--- src/sv/sltfl_pkg.sv ---
`timescale 1ns / 1ps
// sltfl_pkg: shared constants and codes for the sorted linked table with free list
// used by sorted_linked_table_free_list and its checker; no dependencies

package sltfl_pkg;

    localparam int SLOTS_DEF    = 32;
    localparam int KEY_BITS_DEF = 32;

    typedef enum logic [1:0] {
        FUNC_SEARCH = 2'd0,
        FUNC_INSERT = 2'd1,
        FUNC_DELETE = 2'd2,
        FUNC_SPARE  = 2'd3
    } func_t;

    typedef enum logic [1:0] {
        STAT_OK      = 2'd0,
        STAT_MISSING = 2'd1,
        STAT_PRESENT = 2'd2,
        STAT_FULL    = 2'd3
    } status_t;

endpackage

--- src/sv/sorted_linked_table_free_list.sv ---
`timescale 1ns / 1ps
// sorted_linked_table_free_list: sorted key chain and free chain in one slot pool
// depends on sltfl_pkg; key and link stores are local synchronous memories
//
//  channel   ports                         handshake
//  -------   ---------------------------   ---------------------------------
//  request   func, key                     taken when start && !busy
//  result    status, slot, prev_slot       valid for one cycle while done
//
// busy covers the walk over the chain entries visited (at most SLOTS) and the
// decision; a successful insert or delete adds a state for the second link write.
// each chain step is one registered read of the link/key memories.
// after reset a clearing pass over all SLOTS entries sets up the free chain; busy is high.
// the receiver cannot stall: done marks the result for exactly one cycle.

module sorted_linked_table_free_list
    import sltfl_pkg::*;
#(
    parameter int SLOTS    = SLOTS_DEF,
    parameter int KEY_BITS = KEY_BITS_DEF,
    localparam int SLOT_W  = $clog2(SLOTS + 1),
    localparam int IDX_W   = $clog2(SLOTS)
)
(
    input  logic                       clk,
    input  logic                       rst_n,
    input  logic                       start,
    output logic                       busy,
    input  logic [1:0]                 func,
    input  logic signed [KEY_BITS-1:0] key,
    output logic                       done,
    output logic [1:0]                 status,
    output logic [SLOT_W-1:0]          slot,
    output logic [SLOT_W-1:0]          prev_slot
);

    localparam logic [SLOT_W-1:0] NULL_SLOT = SLOT_W'(SLOTS);

    typedef enum logic [2:0] {
        ST_CLEAR,
        ST_IDLE,
        ST_WALK,
        ST_DECIDE,
        ST_INS,
        ST_DEL
    } state_t;

    state_t                      state_reg, state_next;
    logic [IDX_W-1:0]            clr_reg, clr_next;
    logic [SLOT_W-1:0]           head_reg, head_next;
    logic [SLOT_W-1:0]           free_reg, free_next;
    logic [SLOT_W-1:0]           cur_reg, cur_next;
    logic [SLOT_W-1:0]           prev_reg, prev_next;
    logic [SLOT_W-1:0]           nxt_reg, nxt_next;
    logic                        found_reg, found_next;
    func_t                       func_reg, func_next;
    logic signed [KEY_BITS-1:0]  key_reg, key_next;
    logic                        done_reg, done_next;
    status_t                     status_reg, status_next;
    logic [SLOT_W-1:0]           slot_reg, slot_next;
    logic [SLOT_W-1:0]           pslot_reg, pslot_next;

    logic [SLOT_W-1:0]           link_mem [SLOTS];
    logic signed [KEY_BITS-1:0]  key_mem [SLOTS];
    logic [SLOT_W-1:0]           link_rdata_reg;
    logic signed [KEY_BITS-1:0]  key_rdata_reg;

    logic [IDX_W-1:0]            rd_addr;
    logic                        lnk_we;
    logic [IDX_W-1:0]            lnk_wa;
    logic [SLOT_W-1:0]           lnk_wd;
    logic                        key_we;

    logic [SLOT_W-1:0]           lnk;
    logic                        head_null;
    logic                        free_null;
    logic                        prev_null;

    assign lnk       = (link_rdata_reg >= NULL_SLOT) ? NULL_SLOT : link_rdata_reg;
    assign head_null = (head_reg >= NULL_SLOT);
    assign free_null = (free_reg >= NULL_SLOT);
    assign prev_null = (prev_reg >= NULL_SLOT);

    // link and key stores
    always_ff @(posedge clk)
    begin
        if (lnk_we)
        begin
            link_mem[lnk_wa] <= lnk_wd;
        end
        if (key_we)
        begin
            key_mem[free_reg[IDX_W-1:0]] <= key_reg;
        end
        link_rdata_reg <= link_mem[rd_addr];
        key_rdata_reg  <= key_mem[rd_addr];
    end

    always_comb
    begin
        state_next  = state_reg;
        clr_next    = clr_reg;
        head_next   = head_reg;
        free_next   = free_reg;
        cur_next    = cur_reg;
        prev_next   = prev_reg;
        nxt_next    = nxt_reg;
        found_next  = found_reg;
        func_next   = func_reg;
        key_next    = key_reg;
        done_next   = 1'b0;
        status_next = status_reg;
        slot_next   = slot_reg;
        pslot_next  = pslot_reg;
        rd_addr     = lnk[IDX_W-1:0];
        lnk_we      = 1'b0;
        lnk_wa      = clr_reg;
        lnk_wd      = NULL_SLOT;
        key_we      = 1'b0;

        case (state_reg)
            ST_CLEAR:
            begin
                lnk_we   = 1'b1;
                lnk_wa   = clr_reg;
                lnk_wd   = SLOT_W'(clr_reg) + SLOT_W'(1);
                clr_next = clr_reg + IDX_W'(1);
                if (clr_reg == IDX_W'(SLOTS - 1))
                begin
                    state_next = ST_IDLE;
                end
            end
            ST_IDLE:
            begin
                rd_addr = head_reg[IDX_W-1:0];
                if (start)
                begin
                    func_next  = func_t'(func);
                    key_next   = key;
                    prev_next  = NULL_SLOT;
                    found_next = 1'b0;
                    cur_next   = head_null ? NULL_SLOT : head_reg;
                    state_next = head_null ? ST_DECIDE : ST_WALK;
                end
            end
            ST_WALK:
            begin
                if (key_rdata_reg >= key_reg)
                begin
                    found_next = (key_rdata_reg == key_reg);
                    nxt_next   = lnk;
                    state_next = ST_DECIDE;
                end
                else
                begin
                    prev_next = cur_reg;
                    cur_next  = lnk;
                    if (lnk == NULL_SLOT)
                    begin
                        state_next = ST_DECIDE;
                    end
                end
            end
            ST_DECIDE:
            begin
                pslot_next = prev_reg;
                state_next = ST_IDLE;
                done_next  = 1'b1;
                case (func_reg)
                    FUNC_INSERT:
                    begin
                        if (found_reg)
                        begin
                            status_next = STAT_PRESENT;
                            slot_next   = cur_reg;
                        end
                        else if (free_null)
                        begin
                            status_next = STAT_FULL;
                            slot_next   = NULL_SLOT;
                        end
                        else
                        begin
                            done_next  = 1'b0;
                            state_next = ST_INS;
                            rd_addr    = free_reg[IDX_W-1:0];
                            key_we     = 1'b1;
                            if (prev_null)
                            begin
                                head_next = free_reg;
                            end
                            else
                            begin
                                lnk_we = 1'b1;
                                lnk_wa = prev_reg[IDX_W-1:0];
                                lnk_wd = free_reg;
                            end
                        end
                    end
                    FUNC_DELETE:
                    begin
                        if (found_reg)
                        begin
                            done_next  = 1'b0;
                            state_next = ST_DEL;
                            if (prev_null)
                            begin
                                head_next = nxt_reg;
                            end
                            else
                            begin
                                lnk_we = 1'b1;
                                lnk_wa = prev_reg[IDX_W-1:0];
                                lnk_wd = nxt_reg;
                            end
                        end
                        else
                        begin
                            status_next = STAT_MISSING;
                            slot_next   = NULL_SLOT;
                        end
                    end
                    default:
                    begin
                        status_next = found_reg ? STAT_OK : STAT_MISSING;
                        slot_next   = found_reg ? cur_reg : NULL_SLOT;
                    end
                endcase
            end
            ST_INS:
            begin
                free_next   = lnk;
                lnk_we      = 1'b1;
                lnk_wa      = free_reg[IDX_W-1:0];
                lnk_wd      = cur_reg;
                done_next   = 1'b1;
                status_next = STAT_OK;
                slot_next   = free_reg;
                state_next  = ST_IDLE;
            end
            ST_DEL:
            begin
                free_next   = cur_reg;
                lnk_we      = 1'b1;
                lnk_wa      = cur_reg[IDX_W-1:0];
                lnk_wd      = free_null ? NULL_SLOT : free_reg;
                done_next   = 1'b1;
                status_next = STAT_OK;
                slot_next   = cur_reg;
                state_next  = ST_IDLE;
            end
            default:
            begin
                state_next = ST_IDLE;
            end
        endcase
    end

    always_ff @(posedge clk or negedge rst_n)
    begin
        if (!rst_n)
        begin
            state_reg <= ST_CLEAR;
            clr_reg   <= '0;
            head_reg  <= NULL_SLOT;
            free_reg  <= '0;
            done_reg  <= 1'b0;
        end
        else
        begin
            state_reg <= state_next;
            clr_reg   <= clr_next;
            head_reg  <= head_next;
            free_reg  <= free_next;
            done_reg  <= done_next;
        end
    end

    always_ff @(posedge clk)
    begin
        cur_reg    <= cur_next;
        prev_reg   <= prev_next;
        nxt_reg    <= nxt_next;
        found_reg  <= found_next;
        func_reg   <= func_next;
        key_reg    <= key_next;
        status_reg <= status_next;
        slot_reg   <= slot_next;
        pslot_reg  <= pslot_next;
    end

    assign busy      = (state_reg != ST_IDLE);
    assign done      = done_reg;
    assign status    = status_reg;
    assign slot      = slot_reg;
    assign prev_slot = pslot_reg;

endmodule

--- config.mk ---
export PLATFORM = sky130hd
export DESIGN_NAME = sorted_linked_table_free_list
export DESIGN_NICKNAME = d
export VERILOG_FILES = /design/src/sv/sltfl_pkg.sv /design/src/sv/sorted_linked_table_free_list.sv
export SDC_FILE = /design/constraint.sdc
export NUM_CORES = 2
export LEC_CHECK = 0
export ABC_AREA = 0
export BUFFER_PORTS_ARGS = -buffer_cell sky130_fd_sc_hd__buf_2
export CAP_MARGIN = 40
export CORE_AREA = 2 2 296 298
export CTS_BUF_LIST = sky130_fd_sc_hd__clkbuf_8
export DETAILED_ROUTE_END_ITERATION = 10
export DIE_AREA = 0 0 298 300
export PLACE_DENSITY_LB_ADDON = 0.25
export SYNTH_ARGS = -nofsm -noshare
export SYNTH_HDL_FRONTEND = slang
export SYNTH_SLANG_ARGS = --single-unit
--- constraint.sdc ---
create_clock -name clk -period 5.95 [get_ports clk]
set_input_delay 0.8925 -clock clk [delete_from_list [all_inputs] [get_ports clk]]
set_output_delay 0.8925 -clock clk [all_outputs]
set_load 0.005 [all_outputs]
==> results.yml <==
status:
  status: "complete, no violations"
yosys:
  yosys-mux-area-fraction_pct: 6.13
  ys_types: 64
  yosysTopAreaCell: "edfxtp_1"
  ys_seq_area_share_pct: 76.4
  yosysWarnings: 0
  synthSimpleGateAreaFrac_pct: 7.91
  synth_area_leaders: "edfxtp_1 (74%), mux2i_1 (6.1%), a32oi_1 (5.2%)"
  synth_most_common_cell: "edfxtp_1"
  synth_xor_area_share_pct: 0.101
  synthAdderAreaFrac_pct: 0.864
  synth_top_area_share_pct: 73.9
  synthArstFlopShare_pct: 1.56
  ys_ff_latch: 1342
  syn_avg_cell_area_um2: 15.7
  synth_compound_area_share_pct: 6.59
  synth_edf_count: 1283
  synth_top_family_by_area: "simple AND/OR/NAND/NOR gates"
  netlist_area_mm2: 0.0521
  synth_nets: 3397
  ys.flop_type: "edfxtp_1"
  synthCells: 3324
  netlist_top_cells_count: "edfxtp_1 (1283), nand2_1 (644), mux2i_1 (317)"
place:
  io_buffer_count: 52
  gp_congestion: 0.874
  dp_slack_ns: 1.47
  dpl.hpwl_um: 76000
route:
  num_vias: 31200
  routed_via_density: 6.45
  wl_per_cell_um: 27.8
  drc: 0
  finalWirelength_um: 134000
  drtAntennaViolNets: 0
  drtPass1Iterations: 6
  drt_iter0_drc: 3985
grt:
  grt_max_degree: 98
  grt_pass1_vias: 31400
  grt-ovfl-total: 0
  grt_pass1_wl_um: 198000
  grtUsageTotal_pct: 30.2
  antenna_found_initial: 2
floorplan:
  die-height_um: 300
  start_util_pct: 60.5
  floorplan.die_area_mm2: 0.0894
  core_area_mm2: 0.0862
  io_pins: 53
  rows: 108
  fp.dieW_um: 298
clock_tree:
  root_buffer: "clkbuf_8"
  clock_latency_ns: 0.89
  htreeDepth: 4
  clock_sinks: 1342
  cts_tree: "done"
  post_cts_buffers: 0
  clkTransAtPathRegs_ns: 0.06
  cts_buffers: 200
  clockBufferDepth: 3
  ctsResizeCount: 0
power_and_ir_drop:
  powerDensity_mw_per_mm2: 490
  leakage_nw: 20.0
  ir_drop_mv: 0.499
timing:
  hold_violations: 0
  holdWs_ns: 0.195
  rsz0062_at_grt: "no"
  drv_slew: 0
  max_freq_mhz: 231
  setup_viol: 0
  slew_headroom_pct: 33.1
  worstMarginPinSlew_ns: 1.00
  layout_setup_ws_ns: 1.62
  fin_skew_ns: 0.0557
  tns_ns: 0
  fin_crit_ns: 4.33
  period_share_pct: 72.7
layout:
  drive_gt1_share_pct: 13.8
  largest_reg_flops: 1024
  fillers: 5686
  nets: 3583
  layout-area-overhead-vs-synth_pct: 12.6
setup_path:
  r2r-start: "key_reg[1]$_DFFE_PP_"
  worst_setup_path_end_kind: "flip-flop"
  r2r_setup_slack_ns: 1.62
  reg2reg_to: "nxt_reg[5]$_DFFE_PP_"
  start_kind: "flip-flop"
  cp.arrival_ns: 4.80
  reg2reg_depth: 9
  cp_max_fo: 33
  critPathRequiredTime_ns: 6.43
  crit_type: "flip-flop to flip-flop"
worst_hold_path:
  min_path_type: "primary input to flip-flop"
  hold_path_startpoint: "key[17]"
  min_to: "key_reg[17]$_DFFE_PP_"
  min_path_cells: 1
flow_run:
  max-cap-violations: 0
==> cells by family after synthesis <==
logic type,Yosys count
AND/OR/NAND/NOR,962
AO/OA/AOI/OAI,417
XOR/XNOR,6
flip-flops,1342
buffers and inverters,242
adder cells (fa/ha/maj),36
multiplexers,319
==> routing by layer <==
| layer | GRT usage (%) | share of wire [%] | vias up |
|---|---|---|---|
| met2 | 48.2 | 47 | 2018 |
| met5 | 0 | 0 | - |
| met4 | 11.3 | 3.5 | 0 |
| li1 | - | - | 13400 |
| met1 | 41.1 | 37 | 15500 |
| met3 | 7.06 | 12 | 369 |
==> placed cells by master, fill, tap and decap left out, types with 5 or more instances in the layout <==
master	n
a21o_1	10
a21oi_1	33
a221oi_1	6
a32oi_1	307
and2_1	13
buf_12	22
buf_16	14
buf_2	53
buf_4	87
clkbuf_8	215
clkinv_1	46
clkinv_2	24
dfrtp_1	20
dfxtp_1	38
edfxtp_1	1283
ha_1	36
inv_1	119
mux2i_1	317
nand2_1	644
nand2b_1	13
nand3_1	11
nand3b_1	10
nand4_1	81
nor2_1	107
nor2_4	29
nor4_2	16
o21ai_0	19
or3_1	6
xnor2_1	5
==> critical path, stage by stage (launching register included) <==
cell and delay, ns:
edfxtp_1 1.01, inv_1 0.12, ha_1 0.34, nor2b_1 0.13, o211ai_1 0.14, a21boi_0 0.21, or4b_2 0.81, a21oi_1 0.37
xnor2_1 0.25, a21oi_1 0.57
==> cell type report <==
class                      count  area, um^2  area share (%)
antenna                        1        2.50         0.00426
clock buffer                 215        2960            5.04
clock inverter               161         807            1.38
inverter                      45         169           0.288
multi-input combinational   1740       11700            19.9
sequential                  1342       39800            67.9
tap                         1155        1450            2.46
timing repair buffer         181        1810            3.09
==> repair_timing <==
action	in CTS	in global routing
endpoints found under the hold margin	20	0
setup endpoints to repair	0	0
hold buffers	1	0
==> per-stage QoR <==
step | area (um^2) | std cells | utilization [%] | power, mW
2_1_floorplan | 52100 | 3324 | - | 18.3
3_3_place_gp | 54300 | 4431 | 63.0 | 21.4
3_5_place_dp | 54900 | 4459 | 63.6 | 21.8
4_1_cts | 58600 | 4836 | 68.0 | 28.6
5_1_grt | 58700 | 4840 | 68.1 | 29.9
6_report | 58700 | 4840 | 68.1 | 28.8
==> how the worst max path moves through the flow <==
stage	start	endpoint	slack (ns)	depth (start not counted)
after global placement	key_reg[15]$_DFFE_PP_	prev_reg[4]$_SDFFCE_PN0P_	1.58	9
after global routing	key_reg[1]$_DFFE_PP_	nxt_reg[1]$_DFFE_PP_	1.47	9
after floorplan	func_reg[1]$_DFFE_PP_	key_mem[28][0]$_DFFE_PP_	1.80	7
final	key_reg[1]$_DFFE_PP_	nxt_reg[5]$_DFFE_PP_	1.62	9
after CTS	key_reg[15]$_DFFE_PP_	prev_reg[3]$_SDFFCE_PN0P_	1.45	9
after detailed placement	key_reg[15]$_DFFE_PP_	prev_reg[0]$_SDFFCE_PN0P_	1.47	9
==> power by group <==
part / internal (mW) / switching [mW] / total, mW
Combinational: 3.27 / 6.67 / 9.94
Sequential: 11.4 / 0.455 / 11.9
Clock: 3.45 / 3.49 / 6.94
Total: 18.1 / 10.6 / 28.8
Power figures use the tool's default switching activity.
